===== src/rtl/slc_pkg.sv =====
// Shared widths, reset values, register indexes and interface types of the linearity corrector.
`default_nettype none

package slc_pkg;

    localparam int GAIN_W      = 32;
    localparam int PIXCNT_W    = 11;
    localparam int ORD_W       = 3;
    localparam int COEF_W      = 48;
    localparam int NUM_COEFS   = 5;
    localparam int CFG_IDX_W   = 3;
    localparam int CFG_DATA_W  = 48;
    localparam int BYTE_W      = 8;
    localparam int SAMPLE_W    = 16;
    localparam int PROD_W      = 48;
    localparam int MAC_A_W     = 32;
    localparam int MAC_B_W     = 16;
    localparam int MAC_IDX_W   = 3;
    localparam int ACC_W       = 112;
    localparam int HORNER_W    = 64;
    localparam int DIVISOR_W   = 63;
    localparam int OUT_W       = 32;
    localparam int PIX_IDX_W   = 10;

    localparam int MAX_PIXELS_DEF    = 1024;
    localparam int SYNC_INTERVAL_DEF = 512;
    localparam int MAX_ORDER_DEF     = 4;

    localparam logic [GAIN_W-1:0]   GAIN_RST   = GAIN_W'(65536);
    localparam logic [PIXCNT_W-1:0] PIXCNT_RST = PIXCNT_W'(512);
    localparam logic [ORD_W-1:0]    ORD_RST    = '0;
    localparam logic [COEF_W-1:0]   COEF0_RST  = COEF_W'(64'd1 << 40);

    typedef enum logic [CFG_IDX_W-1:0] {
        REG_SCALE_GAIN  = 3'd0,
        REG_PIXEL_COUNT = 3'd1,
        REG_POLY_ORDER  = 3'd2,
        REG_COEF_0      = 3'd3,
        REG_COEF_1      = 3'd4,
        REG_COEF_2      = 3'd5,
        REG_COEF_3      = 3'd6,
        REG_COEF_4      = 3'd7
    } cfg_reg_t;

    typedef logic [NUM_COEFS-1:0][COEF_W-1:0] coef_arr_t;

    // One product request to the shared multiply-accumulate unit.
    typedef struct packed {
        logic                 issue;
        logic                 clear;
        logic [MAC_IDX_W-1:0] idx;
        logic [MAC_A_W-1:0]   a;
        logic [MAC_B_W-1:0]   b;
    } mac_cmd_t;

    typedef struct packed {
        logic                 start;
        logic [PROD_W-1:0]    dividend;
        logic [DIVISOR_W-1:0] divisor;
    } div_cmd_t;

    typedef struct packed {
        logic             valid;
        logic             fault;
        logic [OUT_W-1:0] value;
    } slc_res_t;

endpackage

`default_nettype wire


===== src/rtl/slc_mac.sv =====
// Shared 32x16 multiplier with a registered product and a 112-bit shifting accumulator.
`default_nettype none

module slc_mac (
    input  wire logic                        clk,
    input  wire logic                        rst_n,
    input  wire slc_pkg::mac_cmd_t           cmd,
    output logic [slc_pkg::ACC_W-1:0]        acc
);
    import slc_pkg::*;

    logic [PROD_W-1:0]    prod_reg;
    logic [MAC_IDX_W-1:0] idx_reg;
    logic                 vld_reg;
    logic [ACC_W-1:0]     acc_reg;
    logic [ACC_W-1:0]     acc_next;
    logic [ACC_W-1:0]     shifted;

    always_ff @(posedge clk or negedge rst_n)
    begin
        if (!rst_n)
        begin
            vld_reg <= 1'b0;
        end
        else
        begin
            vld_reg <= cmd.issue;
        end
    end

    always_ff @(posedge clk)
    begin
        if (cmd.issue)
        begin
            prod_reg <= PROD_W'(cmd.a) * PROD_W'(cmd.b);
            idx_reg  <= cmd.idx;
        end
        acc_reg <= acc_next;
    end

    // Each partial product lands at a multiple of 16 bits.
    assign shifted  = ACC_W'(prod_reg) << {idx_reg, 4'b0000};
    assign acc_next = (cmd.clear ? '0 : acc_reg) + (vld_reg ? shifted : '0);
    assign acc      = acc_reg;

endmodule

`default_nettype wire


===== src/rtl/slc_div.sv =====
// Restoring divider giving the quotient (dividend * 2^32) / divisor in 32 bits, one bit a cycle.
`default_nettype none

module slc_div (
    input  wire logic                      clk,
    input  wire logic                      rst_n,
    input  wire slc_pkg::div_cmd_t         cmd,
    output logic                           done,
    output logic [slc_pkg::OUT_W-1:0]      quot
);
    import slc_pkg::*;

    localparam int STEP_W = $clog2(OUT_W);

    logic                 busy_reg;
    logic                 done_reg;
    logic [STEP_W-1:0]    step_reg;
    logic [DIVISOR_W-1:0] rem_reg;
    logic [DIVISOR_W-1:0] den_reg;
    logic [OUT_W-1:0]     quot_reg;
    logic [DIVISOR_W:0]   rem_shift;
    logic [DIVISOR_W:0]   diff;
    logic                 fits;

    assign rem_shift = {rem_reg, 1'b0};
    assign diff      = rem_shift - {1'b0, den_reg};
    assign fits      = rem_shift >= {1'b0, den_reg};

    always_ff @(posedge clk or negedge rst_n)
    begin
        if (!rst_n)
        begin
            busy_reg <= 1'b0;
            done_reg <= 1'b0;
            step_reg <= '0;
        end
        else
        begin
            done_reg <= busy_reg && (step_reg == STEP_W'(OUT_W - 1));
            if (cmd.start)
            begin
                busy_reg <= 1'b1;
                step_reg <= '0;
            end
            else if (busy_reg)
            begin
                step_reg <= step_reg + 1'b1;
                if (step_reg == STEP_W'(OUT_W - 1))
                begin
                    busy_reg <= 1'b0;
                end
            end
        end
    end

    always_ff @(posedge clk)
    begin
        if (cmd.start)
        begin
            rem_reg  <= DIVISOR_W'(cmd.dividend);
            den_reg  <= cmd.divisor;
            quot_reg <= '0;
        end
        else if (busy_reg)
        begin
            // The remainder stays below the divisor, so it fits in its width.
            rem_reg  <= fits ? diff[DIVISOR_W-1:0] : rem_shift[DIVISOR_W-1:0];
            quot_reg <= {quot_reg[OUT_W-2:0], fits};
        end
    end

    assign done = done_reg;
    assign quot = quot_reg;

endmodule

`default_nettype wire


===== src/rtl/slc_seq.sv =====
// Sequencer for gain scaling, Horner evaluation and the final divide of one pixel.
`default_nettype none

module slc_seq (
    input  wire logic                           clk,
    input  wire logic                           rst_n,
    input  wire logic                           start,
    input  wire logic [slc_pkg::SAMPLE_W-1:0]   sample,
    input  wire logic [slc_pkg::GAIN_W-1:0]     gain,
    input  wire logic [slc_pkg::ORD_W-1:0]      order,
    input  wire slc_pkg::coef_arr_t             coefs,
    input  wire logic [slc_pkg::ACC_W-1:0]      mac_acc,
    input  wire logic                           div_done,
    input  wire logic [slc_pkg::OUT_W-1:0]      div_quot,
    input  wire logic                           res_take,
    output logic                                idle,
    output slc_pkg::mac_cmd_t                   mac_cmd,
    output slc_pkg::div_cmd_t                   div_cmd,
    output slc_pkg::slc_res_t                   res
);
    import slc_pkg::*;

    typedef enum logic [10:0] {
        ST_IDLE  = 11'b000_0000_0001,
        ST_PMUL  = 11'b000_0000_0010,
        ST_PWAIT = 11'b000_0000_0100,
        ST_PGET  = 11'b000_0000_1000,
        ST_HADD  = 11'b000_0001_0000,
        ST_HMUL  = 11'b000_0010_0000,
        ST_HWAIT = 11'b000_0100_0000,
        ST_HGET  = 11'b000_1000_0000,
        ST_DSUM  = 11'b001_0000_0000,
        ST_DIV   = 11'b010_0000_0000,
        ST_DONE  = 11'b100_0000_0000
    } state_t;

    typedef struct packed {
        logic signed [HORNER_W-1:0] value;
        logic                       sat;
    } sat_sum_t;

    localparam logic signed [HORNER_W:0] POS_LIM = {2'b00, {(HORNER_W-1){1'b1}}};
    localparam logic signed [HORNER_W:0] NEG_LIM = -POS_LIM;
    localparam int                       PARTS   = 6;

    function automatic sat_sum_t sat_add(input logic signed [HORNER_W-1:0] a,
                                         input logic signed [HORNER_W-1:0] b);
        logic signed [HORNER_W:0] s;
        sat_sum_t                 r;
        s       = $signed({a[HORNER_W-1], a}) + $signed({b[HORNER_W-1], b});
        r.sat   = 1'b0;
        r.value = s[HORNER_W-1:0];
        if (s > POS_LIM)
        begin
            r.sat   = 1'b1;
            r.value = POS_LIM[HORNER_W-1:0];
        end
        else if (s < NEG_LIM)
        begin
            r.sat   = 1'b1;
            r.value = NEG_LIM[HORNER_W-1:0];
        end
        return r;
    endfunction

    state_t                     state_reg, state_next;
    logic [SAMPLE_W-1:0]        sample_reg, sample_next;
    logic [PROD_W-1:0]          p_reg, p_next;
    logic signed [HORNER_W-1:0] h_reg, h_next;
    logic [DIVISOR_W-1:0]       mag_reg, mag_next;
    logic                       neg_reg, neg_next;
    logic [ORD_W-1:0]           k_reg, k_next;
    logic [2:0]                 part_reg, part_next;
    logic                       fault_reg, fault_next;
    logic [OUT_W-1:0]           val_reg, val_next;

    sat_sum_t                   hadd;
    sat_sum_t                   dsum;
    logic [HORNER_W-1:0]        t_abs;
    logic [ACC_W-33:0]          scaled;
    logic                       scaled_sat;
    logic [HORNER_W-1:0]        scaled_mag;
    logic                       hi_half;
    logic [1:0]                 p_sel;
    logic [MAC_B_W-1:0]         p_chunk;

    assign hadd = sat_add($signed({{(HORNER_W-COEF_W){coefs[k_reg][COEF_W-1]}}, coefs[k_reg]}),
                          h_reg);
    assign dsum = sat_add($signed({{(HORNER_W-COEF_W){coefs[0][COEF_W-1]}}, coefs[0]}),
                          h_reg);
    assign t_abs = hadd.value[HORNER_W-1] ? (HORNER_W'(0) - hadd.value) : hadd.value;

    // Product of magnitude and P, divided by 2^32 and clamped to the largest positive value.
    assign scaled     = mac_acc[ACC_W-1:32];
    assign scaled_sat = |scaled[ACC_W-33:DIVISOR_W];
    assign scaled_mag = {1'b0, scaled_sat ? {DIVISOR_W{1'b1}} : scaled[DIVISOR_W-1:0]};

    assign hi_half = part_reg >= 3'd3;
    assign p_sel   = hi_half ? 2'(part_reg - 3'd3) : part_reg[1:0];

    always_comb
    begin
        case (p_sel)
            2'd0:    p_chunk = p_reg[15:0];
            2'd1:    p_chunk = p_reg[31:16];
            default: p_chunk = p_reg[47:32];
        endcase
    end

    always_comb
    begin
        state_next  = state_reg;
        sample_next = sample_reg;
        p_next      = p_reg;
        h_next      = h_reg;
        mag_next    = mag_reg;
        neg_next    = neg_reg;
        k_next      = k_reg;
        part_next   = part_reg;
        fault_next  = fault_reg;
        val_next    = val_reg;
        mac_cmd     = '0;
        div_cmd.start    = 1'b0;
        div_cmd.dividend = p_reg;
        div_cmd.divisor  = dsum.value[DIVISOR_W-1:0];
        res.valid   = 1'b0;
        res.fault   = fault_reg;
        res.value   = val_reg;

        case (state_reg)
            ST_IDLE:
            begin
                if (start)
                begin
                    sample_next = sample;
                    fault_next  = 1'b0;
                    state_next  = ST_PMUL;
                end
            end
            ST_PMUL:
            begin
                mac_cmd.issue = 1'b1;
                mac_cmd.clear = 1'b1;
                mac_cmd.a     = gain;
                mac_cmd.b     = sample_reg;
                state_next    = ST_PWAIT;
            end
            ST_PWAIT:
            begin
                state_next = ST_PGET;
            end
            ST_PGET:
            begin
                p_next     = mac_acc[PROD_W-1:0];
                h_next     = '0;
                k_next     = order;
                state_next = (order == '0) ? ST_DSUM : ST_HADD;
            end
            ST_HADD:
            begin
                neg_next   = hadd.value[HORNER_W-1];
                mag_next   = t_abs[DIVISOR_W-1:0];
                fault_next = fault_reg | hadd.sat;
                part_next  = '0;
                state_next = ST_HMUL;
            end
            ST_HMUL:
            begin
                mac_cmd.issue = 1'b1;
                mac_cmd.clear = (part_reg == '0);
                mac_cmd.a     = hi_half ? MAC_A_W'(mag_reg[DIVISOR_W-1:32]) : mag_reg[31:0];
                mac_cmd.b     = p_chunk;
                mac_cmd.idx   = {1'b0, hi_half, 1'b0} + MAC_IDX_W'(p_sel);
                part_next     = part_reg + 1'b1;
                if (part_reg == 3'(PARTS - 1))
                begin
                    state_next = ST_HWAIT;
                end
            end
            ST_HWAIT:
            begin
                state_next = ST_HGET;
            end
            ST_HGET:
            begin
                h_next     = neg_reg ? $signed(HORNER_W'(0) - scaled_mag) : $signed(scaled_mag);
                fault_next = fault_reg | scaled_sat;
                k_next     = k_reg - 1'b1;
                state_next = (k_reg == ORD_W'(1)) ? ST_DSUM : ST_HADD;
            end
            ST_DSUM:
            begin
                if (dsum.value[HORNER_W-1] || (dsum.value == '0)
                    || (HORNER_W'(p_reg) >= dsum.value))
                begin
                    fault_next = 1'b1;
                    val_next   = '1;
                    state_next = ST_DONE;
                end
                else
                begin
                    fault_next    = fault_reg | dsum.sat;
                    div_cmd.start = 1'b1;
                    state_next    = ST_DIV;
                end
            end
            ST_DIV:
            begin
                if (div_done)
                begin
                    val_next   = div_quot;
                    state_next = ST_DONE;
                end
            end
            ST_DONE:
            begin
                res.valid = 1'b1;
                if (res_take)
                begin
                    state_next = ST_IDLE;
                end
            end
            default:
            begin
                state_next = ST_IDLE;
            end
        endcase
    end

    always_ff @(posedge clk or negedge rst_n)
    begin
        if (!rst_n)
        begin
            state_reg <= ST_IDLE;
            k_reg     <= '0;
            part_reg  <= '0;
            fault_reg <= 1'b0;
        end
        else
        begin
            state_reg <= state_next;
            k_reg     <= k_next;
            part_reg  <= part_next;
            fault_reg <= fault_next;
        end
    end

    always_ff @(posedge clk)
    begin
        sample_reg <= sample_next;
        p_reg      <= p_next;
        h_reg      <= h_next;
        mag_reg    <= mag_next;
        neg_reg    <= neg_next;
        val_reg    <= val_next;
    end

    assign idle = (state_reg == ST_IDLE);

endmodule

`default_nettype wire


===== src/rtl/spectrum_linearity_corrector.sv =====
// Top level: byte framing, configuration registers, output register and the pixel datapath.
//
//  channel   handshake                  payload
//  in        in_valid / in_ready        raw_byte, frame_start, frame_end
//  out       out_valid / out_ready      corrected_intensity, pixel_index, last_pixel, range_fault
//  cfg       cfg_wr_en                  cfg_wr_index, cfg_wr_data
//
// A byte that completes no pixel leaves in_ready high. A byte that completes a pixel keeps in_ready
// low while the datapath runs one pass of the shared 32x16 multiplier for the gain, six passes per
// Horner term and the one-bit-a-cycle divider, which is skipped when the result saturates, and
// until the result is loaded into the output register. Reset is asynchronous and restores the
// register defaults. A result waits in the output register while the next byte is taken; the
// datapath holds its finished pixel while the output register is still full.
`default_nettype none

module spectrum_linearity_corrector #(
    parameter int MAX_PIXELS    = slc_pkg::MAX_PIXELS_DEF,
    parameter int SYNC_INTERVAL = slc_pkg::SYNC_INTERVAL_DEF,
    parameter int MAX_ORDER     = slc_pkg::MAX_ORDER_DEF
) (
    input  wire logic                            clk,
    input  wire logic                            rst_n,
    input  wire logic                            in_valid,
    output logic                                 in_ready,
    input  wire logic [slc_pkg::BYTE_W-1:0]      raw_byte,
    input  wire logic                            frame_start,
    input  wire logic                            frame_end,
    output logic                                 out_valid,
    input  wire logic                            out_ready,
    output logic [slc_pkg::OUT_W-1:0]            corrected_intensity,
    output logic [slc_pkg::PIX_IDX_W-1:0]        pixel_index,
    output logic                                 last_pixel,
    output logic                                 range_fault,
    input  wire logic                            cfg_wr_en,
    input  wire logic [slc_pkg::CFG_IDX_W-1:0]   cfg_wr_index,
    input  wire logic [slc_pkg::CFG_DATA_W-1:0]  cfg_wr_data
);
    import slc_pkg::*;

    localparam int CNT_W  = $clog2(MAX_PIXELS + 1);
    localparam int SYNC_W = $clog2(SYNC_INTERVAL);

    // Configuration registers
    logic [GAIN_W-1:0]   gain_reg;
    logic [PIXCNT_W-1:0] pixcnt_reg;
    logic [ORD_W-1:0]    ord_reg;
    coef_arr_t           coef_reg;

    // Framing state
    logic [BYTE_W-1:0]   low_reg, low_next;
    logic                phase_reg, phase_next;
    logic [CNT_W-1:0]    cnt_reg, cnt_next;
    logic [SYNC_W-1:0]   sync_reg, sync_next;
    logic                skip_reg, skip_next;
    logic                done_reg, done_next;

    logic [CNT_W-1:0]    limit;
    logic [ORD_W-1:0]    ord_eff;
    logic                in_fire;
    logic                emit;
    logic [CNT_W-1:0]    pix_pos;
    logic [CNT_W-1:0]    cnt_inc;
    logic [SAMPLE_W-1:0] sample;

    logic [CNT_W-1:0]    pos_hold_reg;
    logic                last_hold_reg;

    logic                out_valid_reg;
    logic [OUT_W-1:0]    out_val_reg;
    logic [CNT_W-1:0]    out_pos_reg;
    logic                out_last_reg;
    logic                out_fault_reg;
    logic                load;

    logic                seq_idle;
    mac_cmd_t            mac_cmd;
    div_cmd_t            div_cmd;
    slc_res_t            res;
    logic [ACC_W-1:0]    mac_acc;
    logic                div_done;
    logic [OUT_W-1:0]    div_quot;

    assign limit   = (32'(pixcnt_reg) > 32'(MAX_PIXELS)) ? CNT_W'(MAX_PIXELS)
                                                           : CNT_W'(pixcnt_reg);
    assign ord_eff = (32'(ord_reg) > 32'(MAX_ORDER)) ? ORD_W'(MAX_ORDER) : ord_reg;
    assign in_ready = seq_idle;
    assign in_fire  = in_valid && in_ready;
    assign sample   = {raw_byte ^ 8'h80, low_reg};
    assign cnt_inc  = pix_pos + 1'b1;

    always_ff @(posedge clk or negedge rst_n)
    begin
        if (!rst_n)
        begin
            gain_reg   <= GAIN_RST;
            pixcnt_reg <= PIXCNT_RST;
            ord_reg    <= ORD_RST;
            coef_reg   <= {{((NUM_COEFS - 1) * COEF_W){1'b0}}, COEF0_RST};
        end
        else if (cfg_wr_en)
        begin
            case (cfg_wr_index)
                REG_SCALE_GAIN:  gain_reg    <= cfg_wr_data[GAIN_W-1:0];
                REG_PIXEL_COUNT: pixcnt_reg  <= cfg_wr_data[PIXCNT_W-1:0];
                REG_POLY_ORDER:  ord_reg     <= cfg_wr_data[ORD_W-1:0];
                REG_COEF_0:      coef_reg[0] <= cfg_wr_data[COEF_W-1:0];
                REG_COEF_1:      coef_reg[1] <= cfg_wr_data[COEF_W-1:0];
                REG_COEF_2:      coef_reg[2] <= cfg_wr_data[COEF_W-1:0];
                REG_COEF_3:      coef_reg[3] <= cfg_wr_data[COEF_W-1:0];
                REG_COEF_4:      coef_reg[4] <= cfg_wr_data[COEF_W-1:0];
                default:         gain_reg    <= gain_reg;
            endcase
        end
    end

    always_comb
    begin
        low_next   = low_reg;
        phase_next = phase_reg;
        cnt_next   = cnt_reg;
        sync_next  = sync_reg;
        skip_next  = skip_reg;
        done_next  = done_reg;
        emit       = 1'b0;
        pix_pos    = cnt_reg;
        if (in_fire)
        begin
            if (frame_start)
            begin
                phase_next = 1'b0;
                cnt_next   = '0;
                sync_next  = '0;
                skip_next  = 1'b0;
                done_next  = 1'b0;
            end
            pix_pos = cnt_next;
            if (!done_next)
            begin
                if (cnt_next >= limit)
                begin
                    done_next = 1'b1;
                end
                else if (skip_next)
                begin
                    // The sync byte after a full block of pixels is dropped.
                    skip_next = 1'b0;
                end
                else if (!phase_next)
                begin
                    low_next   = raw_byte;
                    phase_next = 1'b1;
                end
                else
                begin
                    emit       = 1'b1;
                    phase_next = 1'b0;
                    cnt_next   = cnt_inc;
                    sync_next  = (sync_next == SYNC_W'(SYNC_INTERVAL - 1)) ? '0
                                                                          : sync_next + 1'b1;
                    if (cnt_inc >= limit)
                    begin
                        done_next = 1'b1;
                    end
                    else if (sync_next == '0)
                    begin
                        skip_next = 1'b1;
                    end
                end
            end
            if (frame_end)
            begin
                phase_next = 1'b0;
                skip_next  = 1'b0;
                done_next  = 1'b1;
            end
        end
    end

    always_ff @(posedge clk or negedge rst_n)
    begin
        if (!rst_n)
        begin
            low_reg   <= '0;
            phase_reg <= 1'b0;
            cnt_reg   <= '0;
            sync_reg  <= '0;
            skip_reg  <= 1'b0;
            done_reg  <= 1'b0;
        end
        else
        begin
            low_reg   <= low_next;
            phase_reg <= phase_next;
            cnt_reg   <= cnt_next;
            sync_reg  <= sync_next;
            skip_reg  <= skip_next;
            done_reg  <= done_next;
        end
    end

    always_ff @(posedge clk)
    begin
        if (emit)
        begin
            pos_hold_reg  <= pix_pos;
            last_hold_reg <= (cnt_inc == limit);
        end
    end

    slc_mac u_mac (
        .clk   (clk),
        .rst_n (rst_n),
        .cmd   (mac_cmd),
        .acc   (mac_acc)
    );

    slc_div u_div (
        .clk   (clk),
        .rst_n (rst_n),
        .cmd   (div_cmd),
        .done  (div_done),
        .quot  (div_quot)
    );

    slc_seq u_seq (
        .clk      (clk),
        .rst_n    (rst_n),
        .start    (emit),
        .sample   (sample),
        .gain     (gain_reg),
        .order    (ord_eff),
        .coefs    (coef_reg),
        .mac_acc  (mac_acc),
        .div_done (div_done),
        .div_quot (div_quot),
        .res_take (load),
        .idle     (seq_idle),
        .mac_cmd  (mac_cmd),
        .div_cmd  (div_cmd),
        .res      (res)
    );

    assign load = res.valid && (!out_valid_reg || out_ready);

    always_ff @(posedge clk or negedge rst_n)
    begin
        if (!rst_n)
        begin
            out_valid_reg <= 1'b0;
        end
        else if (load)
        begin
            out_valid_reg <= 1'b1;
        end
        else if (out_ready)
        begin
            out_valid_reg <= 1'b0;
        end
    end

    always_ff @(posedge clk)
    begin
        if (load)
        begin
            out_val_reg   <= res.value;
            out_fault_reg <= res.fault;
            out_pos_reg   <= pos_hold_reg;
            out_last_reg  <= last_hold_reg;
        end
    end

    assign out_valid           = out_valid_reg;
    assign corrected_intensity = out_val_reg;
    assign pixel_index         = PIX_IDX_W'(out_pos_reg);
    assign last_pixel          = out_last_reg;
    assign range_fault         = out_fault_reg;

endmodule

`default_nettype wire


===== config.mk =====
export PLATFORM = sky130hd
export DESIGN_NAME = spectrum_linearity_corrector
export DESIGN_NICKNAME = d
export VERILOG_FILES = /design/src/rtl/slc_pkg.sv /design/src/rtl/slc_mac.sv /design/src/rtl/slc_div.sv /design/src/rtl/slc_seq.sv /design/src/rtl/spectrum_linearity_corrector.sv
export SDC_FILE = /design/constraint.sdc
export NUM_CORES = 2
export LEC_CHECK = 0
export ABC_CLOCK_PERIOD_IN_PS = 21200
export BUFFER_PORTS_ARGS = -buffer_cell sky130_fd_sc_hd__buf_2
export CELL_PAD_IN_SITES_DETAIL_PLACEMENT = 2
export CELL_PAD_IN_SITES_GLOBAL_PLACEMENT = 2
export CORE_MARGIN = 2
export CORE_UTILIZATION = 46
export CTS_BUF_LIST = sky130_fd_sc_hd__clkbuf_8
export DETAILED_ROUTE_END_ITERATION = 8
export MAX_ROUTING_LAYER = met4
export PLACE_DENSITY = 0.93
export SLEW_MARGIN = 20
export SYNTH_ARGS = -nofsm -noshare
export SYNTH_HDL_FRONTEND = slang
export SYNTH_SLANG_ARGS = --single-unit
export TNS_END_PERCENT = 50

===== constraint.sdc =====
create_clock -name clk -period 21.2 [get_ports clk]
set_input_delay 3.18 -clock clk [delete_from_list [all_inputs] [get_ports clk]]
set_output_delay 3.18 -clock clk [all_outputs]
set_load 0.02 [all_outputs]

==> impl_metrics.py <==
metrics = {
    "worst_setup_path": {
        "crit_type": "reg2reg",
        "critPathSlowestCell": "a2111oi_1",
        "ff2ff_path_depth": 32,
        "path_depth": 32,
        "cp_max_fo": 57,
        "r2r_start": "u_seq.h_reg[39]$_SDFFCE_PP0P_",
        "cpMostUsedCell": "a21o_1",
        "slowest_delay_ns": 1.06,
        "path_delay_family": "compound AO/OA/AOI/OAI gates",
        "critPathCapture": "u_div.rem_reg[6]$_DFFE_PP_",
        "cp-startpoint": "u_seq.h_reg[39]$_SDFFCE_PP0P_",
        "critical_path_buf_inv_count": 2,
        "worstReg2RegEnd": "u_div.rem_reg[6]$_DFFE_PP_",
        "cp.arrival_ns": 13.24,
        "endpoint_kind": "flip-flop",
        "rrSetupSlack_ns": 8.61,
        "required_ns": 21.85,
        "startpoint_type": "flip-flop",
    },
    "job": {
        "maxCapViolCount": 0,
    },
    "timing": {
        "setup_ws_ns": 8.61,
        "final.setup_skew_ns": 0.0845,
        "fmax_mhz": 79.5,
        "finalSetupViolCount": 0,
        "finalHoldViolCount": 0,
        "setup_tns_ns": 0,
        "post-route-min-period_ns": 12.59,
        "slew_viol_final": 0,
        "worstMarginPinSlew_ns": 1.46,
        "hold_ws_ns": 0.428,
        "finalCritPeriodShare_pct": 59.4,
        "maxSlewHeadroom_pct": 1.93,
        "rsz0062_at_grt": "false",
    },
    "route": {
        "firstDrtPassIters": 6,
        "vias": 76100,
        "drt_iter0_markers": 9084,
        "post-route-drc-count": 0,
        "routed_wl_um": 418000,
        "drt-vias-per-instance": 6.94,
        "wl_per_cell_um": 38.1,
        "antenna_left": 0,
    },
    "layout": {
        "nets": 9541,
        "drive_gt1_share_pct": 11.1,
        "final_cell_count_no_fill": 11000,
        "area_growth_pct": 8.68,
        "stdcell_area_mm2": 0.0856,
        "postLayoutCoreUtil_pct": 50.4,
        "largest_reg_flops": 240,
        "num-fill-cells": 17600,
    },
    "global_route": {
        "grt.met2_usage_pct": 73.6,
        "grt_pass1_wl_um": 584000,
        "groute.usage.overall_pct": 46.7,
        "first_global_vias": 82200,
        "grt_max_degree": 173,
        "use_met1_pct": 50.8,
        "grt_overflow": 0,
        "use_met3_pct": 11.6,
        "grt-busiest-layer": "met2",
        "antenna_found_initial": 39,
    },
    "logic_synthesis": {
        "synthTopCellsByCount": "nand2_1, nor2_1, inv_1",
        "async_reset_ff_share_pct": 36.4,
        "synth_cell_types": 106,
        "syn_avg_cell_area_um2": 9.22,
        "yosysTopAreaCell": "edfxtp_1",
        "yosysTopAreaCellShare_pct": 16.8,
        "ys_ff_latch": 944,
        "post-synth-top-count-cell": "nand2_1",
        "synth_cells": 8549,
        "yosysSeqAreaShare_pct": 31.8,
        "yosysWarnings": 0,
        "synthFlopType": "edfxtp_1",
        "synth_nets": 9543,
        "syn_area_mm2": 0.0788,
        "synth_edf_count": 441,
        "synth.area.top_cells": "edfxtp_1, dfrtp_1, fa_1",
    },
    "placed_design": {
        "dpl_worst_slack_ns": 9.32,
        "post_dp_cell_area_mm2": 0.0817,
        "hpwl_um": 289000,
        "gp_congestion": 1.07,
        "dp.cells": 10600,
        "io_buffers": 111,
    },
    "die": {
        "ios": 112,
        "die_x_um": 418,
        "fp.dieH_um": 418,
        "start_util_pct": 46.4,
        "core.rowCount": 151,
        "die_area_mm2": 0.175,
        "fp.coreArea_mm2": 0.170,
    },
    "worst_hold_path": {
        "hold_class": "reg2reg",
    },
    "clocking": {
        "cts_max_path_buffers": 3,
        "path_clk_slew_ns": 0.07,
        "cts_htree_levels": 4,
        "numCtsBuffers": 179,
        "cts_tree": "yes",
        "clkLatencyLatePin_ns": 1.09,
        "cts.sink_count": 944,
        "cts_root_buffer": "clkbuf_8",
        "hold_buffers": 0,
        "cts_setup_buffers": 0,
        "cts_resized": 0,
    },
    "power_and_ir_drop": {
        "irDropWorstVdd_mv": 0.0574,
        "total_power_mw": 6.98,
        "p_leak_nw": 36.8,
        "powerDensity_mw_per_mm2": 81.5,
    },
    "status": {
        "status": "completed",
    },
}
==> power by group <==
part / switching (mW) / internal, mW / total (mW)
clock: 1.04 / 1.01 / 2.05
sequential: 0.192 / 2.10 / 2.29
combinational: 1.86 / 0.778 / 2.64
total: 3.10 / 3.88 / 6.98
==> routing by layer <==
layer	routed length (µm)	share of wire, %
met3	38900	9.3
met5	0	0
met2	192000	46
met4	40700	9.7
met1	146000	35
==> cell families (layout without fill, tap and decap cells) <==
kind of cell / after synthesis / count (layout) / share of synthesized area, %
muxes: 578 / 578 / 7.90
other: 0 / 52 / 0
adders and majority gates: 951 / 951 / 19.0
DFF: 944 / 944 / 31.8
buffers and inverters: 1038 / 1192 / 5.01
xor gates and xnor gates: 346 / 346 / 3.85
and+or+nand+nor: 2683 / 2683 / 16.2
AOI/OAI and AO/OA: 2009 / 2009 / 16.3
==> layout by cell type (no fill, tap or decap), types with 27 or more instances in the layout <==
cell	synthesis	layout
nand2_1	840	839
nor2_1	772	768
inv_1	636	698
a21oi_1	603	597
ha_1	506	506
edfxtp_1	441	441
fa_1	422	422
o21ai_0	362	349
dfrtp_1	340	337
mux2_2	321	321
a21o_1	275	275
mux2i_1	227	227
xnor2_1	212	212
clkbuf_8	0	212
and2_1	190	189
dfxtp_1	159	159
xor2_1	134	134
nor2b_1	128	127
nor3_1	128	125
nand3_1	121	121
buf_2	9	110
buf_4	2	104
o21a_1	94	94
nand2b_1	92	91
nand4_1	88	88
a211oi_1	85	84
a31oi_1	82	80
o21bai_1	67	67
or2_2	62	62
o22ai_1	58	57
and3_1	55	55
or3_1	53	53
diode_2	0	52
o31ai_1	47	47
o211ai_1	33	33
o21ai_1	42	31
nor4_1	30	30
mux2_1	30	30
clkinv_2	0	27
==> how the worst min path moves through the flow <==
stage	depth (start not counted)	startpoint	to
floorplan	0	u_mac.acc[0]$_DFF_P_	u_seq.p_reg[0]$_DFFE_PP_
global placement	0	u_mac.acc[4]$_DFF_P_	u_seq.p_reg[4]$_DFFE_PP_
detailed placement	0	u_seq.val_reg[17]$_SDFFCE_PP1P_	corrected_intensity[17]$_DFFE_PP_
CTS	0	pos_hold_reg[5]$_DFFE_PP_	out_pos_reg[5]$_DFFE_PP_
global route	0	pos_hold_reg[5]$_DFFE_PP_	out_pos_reg[5]$_DFFE_PP_
finish	0	u_seq.val_reg[4]$_SDFFCE_PP1P_	corrected_intensity[4]$_DFFE_PP_
==> area by class of cell <==
| class | instances | area [µm²] | share of cell area, % |
|---|---|---|---|
| clock buffer | 212 | 2920 | 3.41 |
| tap | 2218 | 2780 | 3.24 |
| timing repair buffer | 218 | 1410 | 1.64 |
| clock inverter | 125 | 816 | 0.953 |
| antenna | 52 | 130 | 0.152 |
| inverter | 637 | 2390 | 2.79 |
| multi-input combinational | 6567 | 50200 | 58.6 |
| sequential | 944 | 25000 | 29.2 |
Power figures use the tool's default switching activity.
